## src/rtl/core/mssrt_pkg.sv

```systemverilog
// ----------------------------------------------------------------------------
// mssrt_pkg
// Shared types and constants of the multi-slot sound repeat timer.
// ----------------------------------------------------------------------------
package mssrt_pkg;

    localparam int CODE_W   = 16;
    localparam int TIMER_W  = 16;
    localparam int LEFT_W   = 14;
    localparam int HANDLE_W = 2;
    localparam int BUSY_W   = 4;
    localparam int ANSWER_W = 5;

    typedef enum logic [1:0] {
        OP_TICK = 2'd0,
        OP_PLAY = 2'd1,
        OP_STOP = 2'd2,
        OP_NONE = 2'd3
    } op_t;

    typedef enum logic [1:0] {
        MODE_DELAYED = 2'd0,
        MODE_MSTART  = 2'd1,
        MODE_MEASURE = 2'd2,
        MODE_REPEAT  = 2'd3
    } mode_t;

    typedef enum logic [2:0] {
        KIND_TICK_END = 3'd0,
        KIND_FIRE     = 3'd1,
        KIND_EFFECT   = 3'd2,
        KIND_ANSWER   = 3'd3,
        KIND_STOP_ACK = 3'd4
    } kind_t;

    typedef enum logic [2:0] {
        ST_IDLE,
        ST_TICK_RD,
        ST_TICK_UPD,
        ST_TICK_END,
        ST_PLAY_FIRE,
        ST_PLAY_ANS,
        ST_STOP_ACK
    } state_t;

    typedef struct packed {
        mode_t                mode;
        logic [CODE_W-1:0]    code;
        logic [TIMER_W-1:0]   timer;
        logic [TIMER_W-1:0]   gap;
        logic [LEFT_W-1:0]    left;
        logic [HANDLE_W-1:0]  handle;
    } entry_t;

    typedef struct packed {
        entry_t               nxt;
        logic                 fire;
        kind_t                kind;
        logic                 release_slot;
    } upd_t;

    // zero or negative in 16-bit two's complement
    function automatic logic not_positive(input logic [TIMER_W-1:0] v);
        return (v == '0) || v[TIMER_W-1];
    endfunction

endpackage

```

## src/rtl/core/mssrt_ram.sv

```systemverilog
// ----------------------------------------------------------------------------
// mssrt_ram
// Slot entry store: one write port, one read port, registered read data.
// ----------------------------------------------------------------------------
module mssrt_ram
    import mssrt_pkg::*;
#(
    parameter int DEPTH = 16,
    parameter int AW    = 4
)
(
    input  logic          clk,
    input  logic          wr_en,
    input  logic [AW-1:0] wr_addr,
    input  entry_t        wr_data,
    input  logic          rd_en,
    input  logic [AW-1:0] rd_addr,
    output entry_t        rd_data
);

    entry_t mem [DEPTH];
    entry_t rd_data_reg;

    always_ff @(posedge clk)
    begin
        if (wr_en)
        begin
            mem[wr_addr] <= wr_data;
        end
    end

    // hold read data until the next read
    always_ff @(posedge clk)
    begin
        if (rd_en)
        begin
            rd_data_reg <= mem[rd_addr];
        end
    end

    assign rd_data = rd_data_reg;

endmodule

```

## src/rtl/core/mssrt_slot_upd.sv

```systemverilog
// ----------------------------------------------------------------------------
// mssrt_slot_upd
// One tick of one slot: new entry contents and the fire it causes.
// ----------------------------------------------------------------------------
module mssrt_slot_upd
    import mssrt_pkg::*;
#(
    parameter int HANDLE_COUNT = 4
)
(
    input  entry_t            cur,
    input  logic [BUSY_W-1:0] busy,
    output upd_t              upd
);

    logic [TIMER_W-1:0]  tdec;
    logic [TIMER_W-1:0]  ginc;
    logic                tfire;
    logic [LEFT_W-1:0]   left_dec;
    logic                left_done;
    logic [HANDLE_W-1:0] pick;
    logic                pick_found;

    assign tdec  = cur.timer - TIMER_W'(1);
    assign ginc  = cur.gap + TIMER_W'(1);
    assign tfire = not_positive(tdec);

    always_comb
    begin
        left_dec  = cur.left;
        left_done = 1'b0;
        if (cur.left != '0)
        begin
            left_dec  = cur.left - LEFT_W'(1);
            left_done = (left_dec == '0);
        end
    end

    // lowest idle handle, handle 0 when all are busy
    always_comb
    begin
        pick       = '0;
        pick_found = 1'b0;
        for (int h = 0; h < HANDLE_COUNT; h++)
        begin
            if (!pick_found && !busy[h])
            begin
                pick       = HANDLE_W'(h);
                pick_found = 1'b1;
            end
        end
    end

    always_comb
    begin
        upd              = '0;
        upd.nxt          = cur;
        upd.kind         = KIND_FIRE;
        case (cur.mode)
            MODE_DELAYED:
            begin
                upd.nxt.timer    = tdec;
                upd.fire         = tfire;
                upd.release_slot = tfire;
            end
            MODE_MSTART:
            begin
                upd.nxt.timer = tdec;
                if (tfire)
                begin
                    upd.fire       = 1'b1;
                    upd.kind       = KIND_EFFECT;
                    upd.nxt.handle = pick;
                    upd.nxt.gap    = '0;
                    upd.nxt.mode   = MODE_MEASURE;
                    upd.nxt.left   = left_dec;
                end
            end
            MODE_MEASURE:
            begin
                upd.nxt.gap = ginc;
                if (!busy[cur.handle])
                begin
                    upd.fire         = 1'b1;
                    upd.nxt.timer    = ginc;
                    upd.nxt.mode     = MODE_REPEAT;
                    upd.nxt.left     = left_dec;
                    upd.release_slot = left_done;
                end
            end
            default:
            begin
                upd.nxt.timer = tdec;
                if (tfire)
                begin
                    upd.fire         = 1'b1;
                    upd.nxt.timer    = cur.gap;
                    upd.nxt.left     = left_dec;
                    upd.release_slot = left_done;
                end
            end
        endcase
    end

endmodule

```

## src/rtl/core/multi_slot_sound_repeat_timer.sv

```systemverilog
// ----------------------------------------------------------------------------
// multi_slot_sound_repeat_timer
// Slot scheduler for delayed, fixed-repeat and measured-repeat sound fires.
// ----------------------------------------------------------------------------
// One item is handled at a time. A stop passes through the stop-ack state
// and a play through the answer state, with the fire state before it when
// the play fires at once. A tick walks every slot in ascending order: a free
// slot is only skipped in the read state, an occupied slot is read from the
// slot store and then updated and written back, and the tick-end state then
// loads the tick end. The slot store has a single read port with registered
// read data. Busy flags live in flip-flops and clear at reset; the slot
// store needs no clearing pass. Results leave through one output register,
// which is refilled in the same cycle as the previous result transfers.
// ----------------------------------------------------------------------------
module multi_slot_sound_repeat_timer
    import mssrt_pkg::*;
#(
    parameter int SLOT_COUNT   = 16,
    parameter int HANDLE_COUNT = 4
)
(
    input  logic                       clk,
    input  logic                       rst_n,
    input  logic                       in_valid,
    output logic                       in_stall,
    input  logic [1:0]                 op,
    input  logic [CODE_W-1:0]          sound_code,
    input  logic signed [TIMER_W-1:0]  start_delay,
    input  logic signed [TIMER_W-1:0]  repeat_gap,
    input  logic [LEFT_W-1:0]          repeat_count,
    input  logic signed [ANSWER_W-1:0] stop_slot,
    input  logic [BUSY_W-1:0]          busy_handles,
    output logic                       out_valid,
    input  logic                       out_stall,
    output logic [2:0]                 kind,
    output logic [CODE_W-1:0]          fired_code,
    output logic [HANDLE_W-1:0]        effect_handle,
    output logic signed [ANSWER_W-1:0] slot_answer,
    output logic                       last
);

    localparam int IDX_W = (SLOT_COUNT > 1) ? $clog2(SLOT_COUNT) : 1;

    state_t               state_reg, state_next;
    logic [IDX_W-1:0]     idx_reg, idx_next;
    logic [SLOT_COUNT-1:0] busy_reg, busy_next;
    logic [BUSY_W-1:0]    hbusy_reg, hbusy_next;
    logic [CODE_W-1:0]    code_reg, code_next;
    logic [ANSWER_W-1:0]  ans_reg, ans_next;

    logic                 out_valid_reg, out_valid_next;
    kind_t                kind_reg, kind_next;
    logic [CODE_W-1:0]    fcode_reg, fcode_next;
    logic [HANDLE_W-1:0]  fhandle_reg, fhandle_next;
    logic [ANSWER_W-1:0]  sans_reg, sans_next;
    logic                 last_reg, last_next;

    logic                 in_xfer;
    logic                 out_free;
    logic                 idx_last;

    // play request decode
    logic [TIMER_W-1:0]   gap_eff;
    logic                 play_now;
    logic [IDX_W-1:0]     free_idx;
    logic                 free_found;
    logic                 stop_ok;
    logic [IDX_W-1:0]     stop_idx;

    // slot store ports
    logic                 wr_en;
    logic [IDX_W-1:0]     wr_addr;
    entry_t               wr_data;
    logic                 rd_en;
    entry_t               rd_data;
    upd_t                 upd;

    assign in_stall = (state_reg != ST_IDLE);
    assign in_xfer  = in_valid && !in_stall;
    assign out_free = !out_valid_reg || !out_stall;
    assign idx_last = (idx_reg == IDX_W'(SLOT_COUNT - 1));

    // a single fire turns into a plain delayed fire
    assign gap_eff  = (repeat_count == LEFT_W'(1)) ? '0 : repeat_gap;
    assign play_now = not_positive(start_delay) && (gap_eff == '0);

    assign stop_ok  = !stop_slot[ANSWER_W-1] &&
                      (int'(stop_slot[ANSWER_W-2:0]) < SLOT_COUNT);
    assign stop_idx = IDX_W'(stop_slot[ANSWER_W-2:0]);

    // lowest free slot
    always_comb
    begin
        free_idx   = '0;
        free_found = 1'b0;
        for (int s = SLOT_COUNT - 1; s >= 0; s--)
        begin
            if (!busy_reg[s])
            begin
                free_idx   = IDX_W'(s);
                free_found = 1'b1;
            end
        end
    end

    mssrt_ram #(
        .DEPTH (SLOT_COUNT),
        .AW    (IDX_W)
    ) u_ram (
        .clk     (clk),
        .wr_en   (wr_en),
        .wr_addr (wr_addr),
        .wr_data (wr_data),
        .rd_en   (rd_en),
        .rd_addr (idx_reg),
        .rd_data (rd_data)
    );

    mssrt_slot_upd #(
        .HANDLE_COUNT (HANDLE_COUNT)
    ) u_upd (
        .cur  (rd_data),
        .busy (hbusy_reg),
        .upd  (upd)
    );

    // next state
    always_comb
    begin
        state_next = state_reg;
        unique case (state_reg)
            ST_IDLE:
            begin
                if (in_xfer)
                begin
                    case (op)
                        OP_TICK: state_next = ST_TICK_RD;
                        OP_PLAY: state_next = play_now ? ST_PLAY_FIRE : ST_PLAY_ANS;
                        OP_STOP: state_next = ST_STOP_ACK;
                        default: state_next = ST_IDLE;
                    endcase
                end
            end
            ST_TICK_RD:
            begin
                if (busy_reg[idx_reg])
                begin
                    state_next = ST_TICK_UPD;
                end
                else if (idx_last)
                begin
                    state_next = ST_TICK_END;
                end
            end
            ST_TICK_UPD:
            begin
                if (!upd.fire || out_free)
                begin
                    state_next = idx_last ? ST_TICK_END : ST_TICK_RD;
                end
            end
            ST_PLAY_FIRE:
            begin
                if (out_free)
                begin
                    state_next = ST_PLAY_ANS;
                end
            end
            ST_TICK_END, ST_PLAY_ANS, ST_STOP_ACK:
            begin
                if (out_free)
                begin
                    state_next = ST_IDLE;
                end
            end
            default: state_next = ST_IDLE;
        endcase
    end

    // datapath and result loading
    always_comb
    begin
        idx_next       = idx_reg;
        busy_next      = busy_reg;
        hbusy_next     = hbusy_reg;
        code_next      = code_reg;
        ans_next       = ans_reg;
        out_valid_next = out_valid_reg && out_stall;
        kind_next      = kind_reg;
        fcode_next     = fcode_reg;
        fhandle_next   = fhandle_reg;
        sans_next      = sans_reg;
        last_next      = last_reg;
        wr_en          = 1'b0;
        wr_addr        = idx_reg;
        wr_data        = upd.nxt;
        rd_en          = 1'b0;

        unique case (state_reg)
            ST_IDLE:
            begin
                if (in_xfer)
                begin
                    idx_next   = '0;
                    hbusy_next = busy_handles;
                    code_next  = sound_code;
                    ans_next   = '1;
                    if (op == OP_PLAY && !play_now && free_found)
                    begin
                        // claim the slot and write its entry
                        busy_next[free_idx] = 1'b1;
                        ans_next       = ANSWER_W'(free_idx);
                        wr_en          = 1'b1;
                        wr_addr        = free_idx;
                        wr_data.code   = sound_code;
                        wr_data.timer  = start_delay;
                        wr_data.gap    = gap_eff;
                        wr_data.left   = repeat_count;
                        if (gap_eff == '0)
                        begin
                            wr_data.mode = MODE_DELAYED;
                        end
                        else if (gap_eff[TIMER_W-1])
                        begin
                            wr_data.mode = MODE_MSTART;
                        end
                        else
                        begin
                            wr_data.mode = MODE_REPEAT;
                        end
                    end
                    if (op == OP_STOP && stop_ok)
                    begin
                        busy_next[stop_idx] = 1'b0;
                    end
                end
            end
            ST_TICK_RD:
            begin
                if (busy_reg[idx_reg])
                begin
                    rd_en = 1'b1;
                end
                else if (!idx_last)
                begin
                    idx_next = idx_reg + IDX_W'(1);
                end
            end
            ST_TICK_UPD:
            begin
                if (!upd.fire || out_free)
                begin
                    wr_en = 1'b1;
                    if (upd.release_slot)
                    begin
                        busy_next[idx_reg] = 1'b0;
                    end
                    if (upd.fire)
                    begin
                        out_valid_next = 1'b1;
                        kind_next      = upd.kind;
                        fcode_next     = rd_data.code;
                        fhandle_next   = (upd.kind == KIND_EFFECT) ? upd.nxt.handle : '0;
                        sans_next      = '0;
                        last_next      = 1'b0;
                    end
                    if (!idx_last)
                    begin
                        idx_next = idx_reg + IDX_W'(1);
                    end
                end
            end
            ST_TICK_END, ST_STOP_ACK:
            begin
                if (out_free)
                begin
                    out_valid_next = 1'b1;
                    kind_next      = (state_reg == ST_TICK_END) ? KIND_TICK_END
                                                                : KIND_STOP_ACK;
                    fcode_next     = '0;
                    fhandle_next   = '0;
                    sans_next      = '0;
                    last_next      = 1'b1;
                end
            end
            ST_PLAY_FIRE:
            begin
                if (out_free)
                begin
                    out_valid_next = 1'b1;
                    kind_next      = KIND_FIRE;
                    fcode_next     = code_reg;
                    fhandle_next   = '0;
                    sans_next      = '0;
                    last_next      = 1'b0;
                end
            end
            ST_PLAY_ANS:
            begin
                if (out_free)
                begin
                    out_valid_next = 1'b1;
                    kind_next      = KIND_ANSWER;
                    fcode_next     = '0;
                    fhandle_next   = '0;
                    sans_next      = ans_reg;
                    last_next      = 1'b1;
                end
            end
            default:
            begin
                wr_en = 1'b0;
            end
        endcase
    end

    always_ff @(posedge clk or negedge rst_n)
    begin
        if (!rst_n)
        begin
            state_reg     <= ST_IDLE;
            idx_reg       <= '0;
            busy_reg      <= '0;
            out_valid_reg <= 1'b0;
        end
        else
        begin
            state_reg     <= state_next;
            idx_reg       <= idx_next;
            busy_reg      <= busy_next;
            out_valid_reg <= out_valid_next;
        end
    end

    // payload registers
    always_ff @(posedge clk)
    begin
        hbusy_reg   <= hbusy_next;
        code_reg    <= code_next;
        ans_reg     <= ans_next;
        kind_reg    <= kind_next;
        fcode_reg   <= fcode_next;
        fhandle_reg <= fhandle_next;
        sans_reg    <= sans_next;
        last_reg    <= last_next;
    end

    assign out_valid     = out_valid_reg;
    assign kind          = kind_reg;
    assign fired_code    = fcode_reg;
    assign effect_handle = fhandle_reg;
    assign slot_answer   = sans_reg;
    assign last          = last_reg;

endmodule

```

## config.mk

```make
export PLATFORM = sky130hd
export DESIGN_NAME = multi_slot_sound_repeat_timer
export DESIGN_NICKNAME = d
export VERILOG_FILES = /design/src/rtl/core/mssrt_pkg.sv /design/src/rtl/core/mssrt_ram.sv /design/src/rtl/core/mssrt_slot_upd.sv /design/src/rtl/core/multi_slot_sound_repeat_timer.sv
export SDC_FILE = /design/constraint.sdc
export NUM_CORES = 1
export LEC_CHECK = 0
export BUFFER_PORTS_ARGS = -buffer_cell sky130_fd_sc_hd__buf_2
export CORE_MARGIN = 2
export CORE_UTILIZATION = 33
export CTS_BUF_LIST = sky130_fd_sc_hd__clkbuf_4 sky130_fd_sc_hd__clkbuf_8
export CTS_CLUSTER_DIAMETER = 100
export CTS_CLUSTER_SIZE = 25
export DETAILED_ROUTE_END_ITERATION = 8
export REMOVE_ABC_BUFFERS = 1
export SKIP_LAST_GASP = 1
export SYNTH_ARGS = -nofsm -noshare
export SYNTH_HDL_FRONTEND = slang
export SYNTH_SLANG_ARGS = --single-unit
```

## constraint.sdc

```tcl
create_clock -name clk -period 7.75 [get_ports clk]
set_input_delay 0.3875 -clock clk [delete_from_list [all_inputs] [get_ports clk]]
set_output_delay 0.3875 -clock clk [all_outputs]
set_load 0.05 [all_outputs]
```

# Word level (Yosys, flattened, before mapping)
# Memories as Yosys holds them, arrays and structs flattened. A register that Yosys moved wholly into a read port is not among the register bits.
# Cells that the tools add are included.
dict set report totals {
  ff_bits 76
  ramBits 1056
  mem_count 1
  input_bits 77
  word_cells 251
  out_inout_bits 29
}
dict set report op_classes {
  magnitude_cmp 7
  n_eq_ne 25
  mux 141
  n_addsub 4
  n_bitwise 5
  reduce_logical 55
}
# memory words word_bits rd rd_ports_with_merged_regs wr line_no
set memory_table {}
lappend memory_table {u_ram.mem 16 66 1 1 1 mssrt_ram.sv:21} ;# entry_t mem [DEPTH];
# cell count
set ops {}
lappend ops {{2-to-1 mux 16 bit} 14}
lappend ops {{2-to-1 mux 64 bit} 3}
lappend ops {{one-hot mux 16 bit (2 select lines)} 3}
lappend ops {{2-to-1 mux 4 bit} 23}
lappend ops {{zero test 16 bit} 3}
lappend ops {{one-hot mux 16 bit (3 select lines)} 1}
lappend ops {{2-to-1 mux 1 bit} 45}
lappend ops {{2-to-1 mux 14 bit} 3}
lappend ops {{one-hot mux 14 bit (3 select lines)} 1}
lappend ops {{2-to-1 mux 3 bit} 13}
lappend ops {{2-to-1 mux 36 bit} 1}
lappend ops {{AND 16 bit} 2}
lappend ops {{inverter 16 bit} 2}
lappend ops {{2-to-1 mux 5 bit} 5}
lappend ops {{2-to-1 mux 2 bit} 12}
lappend ops {{adder 16 x 1 -> 16 bit (second input constant)} 1}
lappend ops {{bitwise OR 16 bit} 1}
lappend ops {{subtractor 16 x 1 -> 16 bit (second input constant)} 1}
lappend ops {{< comparator 4 x 5 -> 1 bit (second input constant)} 3}
lappend ops {{one-hot mux 3 bit (5 select lines)} 1}
lappend ops {{one-hot mux 5 bit (3 select lines)} 1}
lappend ops {{AND reduction 5 bit} 3}
lappend ops {{== test 14 x 1 -> 1 bit (second input constant)} 1}
lappend ops {{zero test 14 bit} 1}
lappend ops {{37 further kinds} 93}

# Longest topological paths before layout
# Gate-level depths: netlist of run 1.
dict set report depth {
  ltp_word 28
  mapped_depth 14
  ltp_nobuf 11
}

# Modules after synthesis
# From an unflattened synthesis of run 1, not the netlist that was laid out.
dict set report unflattened {
  hier_cells 2704
  hier_area_um2 49547.5
}
# mod seq_area_each_um2 cells_per_inst instances area_per_inst_um2
set modules_own_cells {}
lappend modules_own_cells {mssrt_ram 33692.3 1698 1 41461.0}
lappend modules_own_cells {multi_slot_sound_repeat_timer 2162.1 514 1 4974.8}
lappend modules_own_cells {mssrt_slot_upd 0.0 492 1 3111.7}

# Worst setup path after synthesis of run 1
# No wires, ideal clock.
dict set report synth_path {
  path_type {register -> register}
  startpoint {register state_reg[2]}
  endpoint {memory u_ram.mem[2][0] (netlist name) (enable)}
  setup_time_ns 0.490
  period_less_slack_ns 6.094
  n_path_buf 2
  setup_slack_ns 1.656
  t_required_ns 7.260
  arrival_ns 5.604
  stages_incl_launch_ff 12
  path_cell_list {dfrtp_1 -> clkbuf_1 -> nor3_1 -> and2_1 -> clkbuf_1 -> and2_1 -> nand3_1 -> o31ai_1 -> nand3_1 -> o21ai_0 -> nand2_1 -> nor2_1}
}
dict set report synth_between {
  elab_chain_cells 7
  word_cells_on_any_way 11
  cone_classes {1 x eq/ne; 6 x mux; 4 x reduce/logical}
}
# item line_no
set synth_rtl {}
lappend synth_rtl {{from (decl)} multi_slot_sound_repeat_timer.sv:44} ;# state_t state_reg, state_next;
lappend synth_rtl {{from (signal assigned)} multi_slot_sound_repeat_timer.sv:328} ;# state_reg <= state_next;
lappend synth_rtl {{nonzero test 3 bit} multi_slot_sound_repeat_timer.sv:78} ;# assign in_stall = (state_reg != ST_IDLE);
lappend synth_rtl {{zero test 1 bit} multi_slot_sound_repeat_timer.sv:79} ;# assign in_xfer = in_valid && !in_stall;
lappend synth_rtl {{logical AND 1 bit} multi_slot_sound_repeat_timer.sv:79}
lappend synth_rtl {{2-to-1 mux 1 bit} multi_slot_sound_repeat_timer.sv:202} ;# if (in_xfer)
lappend synth_rtl {{one-hot mux 1 bit (2 select lines)} multi_slot_sound_repeat_timer.sv:199} ;# unique case (state_reg)
lappend synth_rtl {{2-to-1 mux 1 bit} mssrt_ram.sv:26} ;# if (wr_en)
lappend synth_rtl {{2-to-1 mux 1 bit (implied by the code)} mssrt_ram.sv:28} ;# mem[wr_addr] <= wr_data;
lappend synth_rtl {{to (decl)} mssrt_ram.sv:21}
# Several ways; a longest one is shown, not always the timed one.

# Worst setup path in the final report of run 1
dict set report layout_path {
  startpoint {register state_reg[1]}
  endpoint {memory u_ram.mem[6][55] (netlist name) (enable)}
}
# Same word-level chain as after synthesis.

==> results of run 1 <==
## worst paths after layout
| check | from | end | slack (ns) | cells after the start |
|---|---|---|---|---|
| setup reg to reg | state_reg[1]$_DFFE_PN0P_ | u_ram.mem[6][55]$_DFFE_PP_ | 2.67 | 10 |
| hold / removal | repeat_gap[5] | u_ram.mem[12][21]$_DFFE_PP_ | 0.15 | 2 |
| hold reg to reg | code_reg[15]$_DFFE_PP_ | fired_code[15]$_DFFE_PP_ | 0.55 | 2 |
| min in group asynchronous | rst_n | busy_reg[4]$_DFFE_PN0P_ | 0.19 | 2 |
| max in group asynchronous | rst_n | idx_reg[2]$_DFFE_PN0P_ | 7.09 | 2 |
| setup / recovery | state_reg[1]$_DFFE_PN0P_ | u_ram.mem[6][55]$_DFFE_PP_ | 2.67 | 10 |
## power by group
part / switching, mW / internal [mW] / total [mW]
logic: 2.88 / 1.52 / 4.40
clock network: 1.88 / 0.719 / 2.60
registers: 0.327 / 8.32 / 8.65
## synth_stat cells, types with 4 or more instances
cell and count:
nor2b_1 7, edfxtp_1 1174, and3_1 16, o31ai_1 8
nor3_1 27, ha_1 17, buf_6 4, and2_1 16
a31o_2 5, a21o_1 9, a22o_1 9, o21ai_1 22
a31oi_1 18, a211oi_1 7, a21oi_1 66, nand4_1 5
nand3b_1 4, a311oi_1 7, nor2_1 108, mux2_2 4
nand2_1 208, nand3_1 25, mux4_2 336, and4_1 4
xor2_1 16, a221o_1 7, o22a_1 10, nand2b_1 9
dfrtp_1 24, mux2i_1 10, o21ai_0 86, nor4_1 14
inv_1 24, clkbuf_1 103, buf_1 33, o211ai_1 6
xnor2_1 17, or2_2 6, a221oi_1 12, a22oi_1 16
or3_1 8
## layout by cell type (no fill, tap or decap), types with 9 or more instances in the layout
cell type / Yosys / layout
o21ai_1: 22 / 26
xnor2_1: 17 / 17
buf_2: 3 / 105
ha_1: 17 / 16
mux2i_1: 10 / 10
a22o_1: 9 / 9
inv_1: 24 / 24
nor2_1: 108 / 92
a22oi_1: 16 / 16
dfrtp_1: 24 / 20
nand3_1: 25 / 24
buf_12: 0 / 15
o22a_1: 10 / 10
nand2_1: 208 / 208
dlygate4sd3_1: 0 / 28
a31oi_1: 18 / 18
a21o_1: 9 / 9
edfxtp_1: 1174 / 1174
nor4_1: 14 / 13
and2_1: 16 / 15
buf_4: 1 / 43
o21ai_0: 86 / 82
clkbuf_8: 0 / 55
and3_1: 16 / 14
xor2_1: 16 / 16
a21oi_1: 66 / 65
nor2_4: 1 / 17
a221oi_1: 12 / 12
mux4_2: 336 / 336
nor3_1: 27 / 26
nand2b_1: 9 / 9
## layer usage
layer  up-vias  share of wire (%)  GRT usage, %
met2      1065                 46          24.6
li1      10700                  -             -
met3       119                7.3          2.37
met4         2                1.5          2.89
met5         -              0.010             0
met1     13600                 46          24.7
## cells by family after synthesis
group / after synthesis / synth area share [%]
AOI/OAI and AO/OA: 322 / 4.34
buffers and inverters: 168 / 1.36
DFF: 1198 / 73.0
and+or+nand+nor: 479 / 4.57
xor gates and xnor gates: 34 / 0.621
muxes: 350 / 15.7
adders and majority gates: 17 / 0.433
## area by class of cell
class / instances / area [um^2]
diodes: 2 / 5.00
clock buffers: 63 / 817
clock inverters: 7 / 105
fillers: 13600 / 94300
inverters: 24 / 90.1
multi-input cells: 1202 / 12800
flip-flops and latches: 1198 / 35900
well taps: 1930 / 2410
repair buffers: 191 / 1430
## what timing repair did
item | in CTS | in global routing
hold buffers | 28 | 0
gates resized for setup | 0 | 0
endpoints found under the hold margin | 50 | 0
==> flow_summary.toml, run 1 <==
[die]
dieArea_um2 = 152000
die_w_um = 390
boundaryPins = 106
core_um2 = 148000
dieHeight_um = 390
fp-row-count = 141
start_util_pct = 33.2

[timing]
drv_slew = 0
rsz0062_at_grt = "false"
fin_tns_setup_ns = 0
skew_ns = 0.0687
worst_pin_slew_ns = 1.29
hold_violations = 0
period_minus_slack_ns = 5.08
hold-worst-slack_ns = 0.155
fin_ws_ns = 2.67
timing.fmax_mhz = 197
setup_viol = 0
relSlewSlack_pct = 14.3
fin_crit_sh_pct = 65.6

[clock_tree]
numCtsBuffers = 55
cts_tree = "yes"
htreeDepth = 2
clk_pin_slew_ns = 0.15
clock_path_buffers = 3
post-cts-setup-buffers = 0
cts_root_buf = "clkbuf_8"
clk_latency_ns = 0.83
clkSinkCount = 1198

[drt]
wl_um = 124000
drc = 0
first_pass_iters = 6
detail_route.wl_per_cell_um = 26.8
drtIter0Drc = 3035
via_per_inst = 5.51
drtAntennaViolNets = 0
vias = 25400

[synthesis]
synth_cell_type_count = 80
syn_avg_cell_area_um2 = 19.1
synthesis.area_um2 = 49100
synth_flop_cell = "edfxtp_1"
synth_top_area_cell = "edfxtp_1"
yosys.area.top_type_share_pct = 71.8
async_reset_ff_share_pct = 2.00
synth_seq_area_share_pct = 73.0
netlist_instances = 2568
yosys-top-cells-area = "edfxtp_1 72%, mux4_2 15%, nand2_1 1.6%"
yosysWarningCount = 0
synth_edf_count = 1174
synth-seq-cells = 1198

[placement]
dpl_cell_area_um2 = 52300
io_buffer_count = 105
dpl_worst_slack_ns = 2.39
dp.cells = 4517
gp_congestion = 0.834
hpwl_um = 74200

[setup_path]
crit_buf_inv = 1
cp-start-kind = "register"
slowest_stage = "nor2_4"
endpoint_kind = "register"
cp.required_ns = 8.23
critical_path.top_delay_family = "simple AND/OR/NAND/NOR gates"
cp_max_fo = 48
cp_cell_sequence = "nor3_1, and2_2, and2_1, nand3_4, o31ai_1, nand3_1, o21ai_0, nand2_1, nor2_4, buf_12"
worstPathArrival_ns = 5.56
path_class = "register to register"
slowest_delay_ns = 0.82

[power_and_ir_drop]
finalPower_mw = 15.7
p_leak_nw = 16.0
power_density_nw_per_um2 = 293
peakVddDrop_uv = 205

[grt]
antenna_found_initial = 9
grt.total_usage_pct = 16.1
grt_pass1_wl_um = 180000
grt_max_degree = 93
gr-total-overflow = 0
grt_pass1_vias = 24700

[run_status]
status = "finished, final reports clean"

[cells_and_area]
fin_util_pct = 36.2
largest_register_ffs = 1056
final_nets = 2766
drive_gt1_share_pct = 23.6
final_cell_area_um2 = 53500
fin_cells = 4617
syn_to_final_growth_pct = 8.89

[min_path]
min-delay-path-class = "primary input to register"

[flow_run]
maxCapViolations = 0
(Power assumes the default switching activity.)
==> run 2, diff against run 1 <==
--- a/config.mk
+++ b/config.mk
@@ -5,6 +5,7 @@
 export SDC_FILE = /design/constraint.sdc
 export NUM_CORES = 1
 export LEC_CHECK = 0
+export ABC_AREA = 1
 export BUFFER_PORTS_ARGS = -buffer_cell sky130_fd_sc_hd__buf_2
 export CORE_MARGIN = 2
 export CORE_UTILIZATION = 33
==> constraint.sdc (replaced) <==
create_clock -name clk -period 5.14 [get_ports clk]
set_input_delay 0.257 -clock clk [delete_from_list [all_inputs] [get_ports clk]]
set_output_delay 0.257 -clock clk [all_outputs]
set_load 0.05 [all_outputs]
==> run 2 against run 1 <==
Count of clock-buffer cells in the layout rose by 14; sequential share of layout area fell by 1.6 points; sequential power rose by 51%; largest cell class unchanged.
==> flow_summary.toml, run 2 <==
[run_status]
status = "finished, final reports clean"

[cells_and_area]
multiInputGateArea_um2 = 12800
final_cell_mix = "1174 x edfxtp_1, 687 x o21ai_0, 644 x nor2_1, 644 x nand2_1, 280 x o22ai_1"
seqCellArea_um2 = 35900
syn_to_final_growth_pct = 9.10
drive_gt1_share_pct = 8.14
largest_register_ffs = 1056
layout_commonest_cell = "edfxtp_1"
fin_cells = 6403
fillers = 14700
final_nets = 4438

[synthesis]
synth_most_common_cell = "edfxtp_1"
async_reset_ff_share_pct = 2.00
syn_avg_cell_area_um2 = 11.7
yosys.area.top_type_share_pct = 70.2
synth_edf_count = 1174
synth-seq-cells = 1198
synth_cell_type_count = 41
yosys.area_share.adder_pct = 0.424
synth_compound_area_share_pct = 11.8
netlist_instances = 4305
synth_xor_area_share_pct = 0.489
post_synth_and_or_nand_nor_area_fraction_pct = 12.6
synthTopCellsByCount = "1174 x edfxtp_1, 687 x o21ai_0, 665 x nor2_1, 645 x nand2_1, 280 x o22ai_1"
synth_seq_area_share_pct = 71.4
synthMuxAreaShare_pct = 0
yosysWarningCount = 0
synth_flop_cell = "edfxtp_1"
synth_top_family_by_area = "simple AND/OR/NAND/NOR gates"
synthesis.area_um2 = 50200
synth_top_area_cell = "edfxtp_1"
yosys-top-cells-area = "edfxtp_1 70%, o21ai_0 6.9%, nor2_1 5.0%"

[power_and_ir_drop]
p_clk_share_pct = 15.6
p_sw_mw = 9.91
power_density_nw_per_um2 = 475
p_sw_share_pct = 38.1
peakVddDrop_uv = 290
internal_power_mw = 16.1
p_seq_share_pct = 50.5
p_leak_nw = 18.1
combinationalPowerShare_pct = 33.9

[setup_path]
slowest_delay_ns = 1.07
endpoint_kind = "register"
crit_path_start = "u_ram.rd_data[32]$_DFFE_PP_"
slowest_stage = "o22ai_1"
worstPathArrival_ns = 4.63
cp_max_fo = 18
cp_cell_sequence = "inv_1, ha_1, nand2_2, nor2_4, nand2_1, xor2_1, nand2_1, nor2_1, nand3_1, nand2_2, inv_2, o21ai_0, a21oi_1, o22ai_1"
cp.required_ns = 5.53
path_class = "register to register"
reg2reg_from = "u_ram.rd_data[32]$_DFFE_PP_"
cp-start-kind = "register"

[drt]
detail_route.wl_per_cell_um = 22.2
drtIter0Drc = 3672
drtAntennaViolNets = 0
drc = 0
first_pass_iters = 7
via_per_inst = 5.33
vias = 34100
wl_um = 142000

[placement]
dp.cells = 6286
io_buffer_count = 105
gp_congestion = 0.933
hpwl_um = 82700

[grt]
grt_pass1_wl_um = 211000
grt_max_degree = 225
grt_pass1_vias = 32100
antenna_found_initial = 2
gr-total-overflow = 0
grt.total_usage_pct = 17.7

[die]
core_um2 = 152000
start_util_pct = 33.1
dieHeight_um = 394
die_w_um = 394
boundaryPins = 106
fp-row-count = 143
dieArea_um2 = 155000

[min_path]
hp-start = "stop_slot[3]"
min-delay-path-class = "primary input to register"

[timing]
worst_pin_slew_ns = 1.47
drv_slew = 0
relSlewSlack_pct = 1.79
rsz0062_at_grt = "false"
hold_violations = 0
skew_ns = 0.0621
hold-worst-slack_ns = 0.0573
period_minus_slack_ns = 4.25
fin_crit_sh_pct = 82.7
setup_viol = 0
timing.fmax_mhz = 235

[clock_tree]
post-cts-setup-buffers = 0
numCtsBuffers = 55
clk_latency_ns = 0.82
ctsResizeCount = 0
cts_root_buf = "clkbuf_8"
htreeDepth = 2
clkSinkCount = 1198
cts_tree = "yes"
clock_path_buffers = 3
clk_pin_slew_ns = 0.17

[flow_run]
maxCapViolations = 0
==> run 2: worst max-delay path: cells and delay by family (launching register included) <==
kind                       cells  cell delay [ns]
AOI/OAI and AO/OA              3             1.49
xor gates and xnor gates       1             0.25
adders and majority gates      1             0.26
buffers and inverters          2             0.42
DFF                            1             0.48
and+or+nand+nor                7             0.96
==> run 2: through the flow <==
step | util [%] | power [mW] | worst slack, ns | TNS (ns) | instance area, um^2
floorplan | - | 18.8 | -22.63 | -8320.29 | 49200
CTS | 36.1 | 26.1 | 1.01 | 0 | 54800
global placement | 35.3 | 22.1 | 0.521 | 0 | 53400
detailed placement | 35.3 | 22.1 | 0.436 | 0 | 53400
global route | 36.1 | 27.3 | 0.621 | 0 | 54800
finish | 36.1 | 26.0 | 0.891 | 0 | 54800
==> run 2: metal layers <==
| layer | track usage [%] | vias to the layer above | wire length (um) |
|---|---|---|---|
| met2 | 29.5 | 1338 | 68200 |
| met5 | 0 | - | 0 |
| met4 | 4.69 | 0 | 3760 |
| met3 | 2.19 | 170 | 9780 |
| li1 | - | 15500 | - |
| met1 | 24.3 | 17100 | 60500 |
==> run 2: power by group through the flow <==
stage	sequential [mW]	combinational (mW)	clock (mW)
2_1_floorplan	14.0	4.78	0
3_3_place_gp	13.3	8.74	0
3_5_place_dp	13.4	8.79	0
4_1_cts	13.1	8.84	4.16
5_1_grt	13.2	9.63	4.42
6_report	13.1	8.82	4.07
==> run 2: repair_timing <==
| action | CTS | global route |
|---|---|---|
| endpoints found under the setup margin | 0 | 0 |
| hold buffers | 31 | 0 |
| endpoints found under the hold margin | 280 | 0 |
==> run 2: worst paths after layout <==
check / end / slack (ns) / cells after the start
worst max register to register: u_ram.mem[0][39]$_DFFE_PP_ / 0.89 / 14
min in group asynchronous: busy_reg[6]$_DFFE_PN0P_ / 0.41 / 3
worst min-delay path: busy_reg[15]$_DFFE_PN0P_ / 0.06 / 7
worst max-delay path: u_ram.mem[0][39]$_DFFE_PP_ / 0.89 / 14
worst min register to register: fired_code[14]$_DFFE_PP_ / 0.55 / 2
max in group asynchronous: idx_reg[0]$_DFFE_PN0P_ / 3.20 / 4
==> run 2: cell type report <==
type                       count  share of cell area [%]
antenna                        2                 0.00914
clock buffer                  77                    1.68
tap                         2030                    4.64
inverter                     173                    1.22
multi-input combinational   2674                    23.4
timing repair buffer         242                    3.37
clock inverter                 7                   0.178
sequential                  1198                    65.5
==> run 2: kinds of logic after synthesis <==
group,after synthesis
AOI/OAI and AO/OA,1089
buffers and inverters,433
xor gates and xnor gates,28
DFF,1198
adders and majority gates,17
and+or+nand+nor,1540
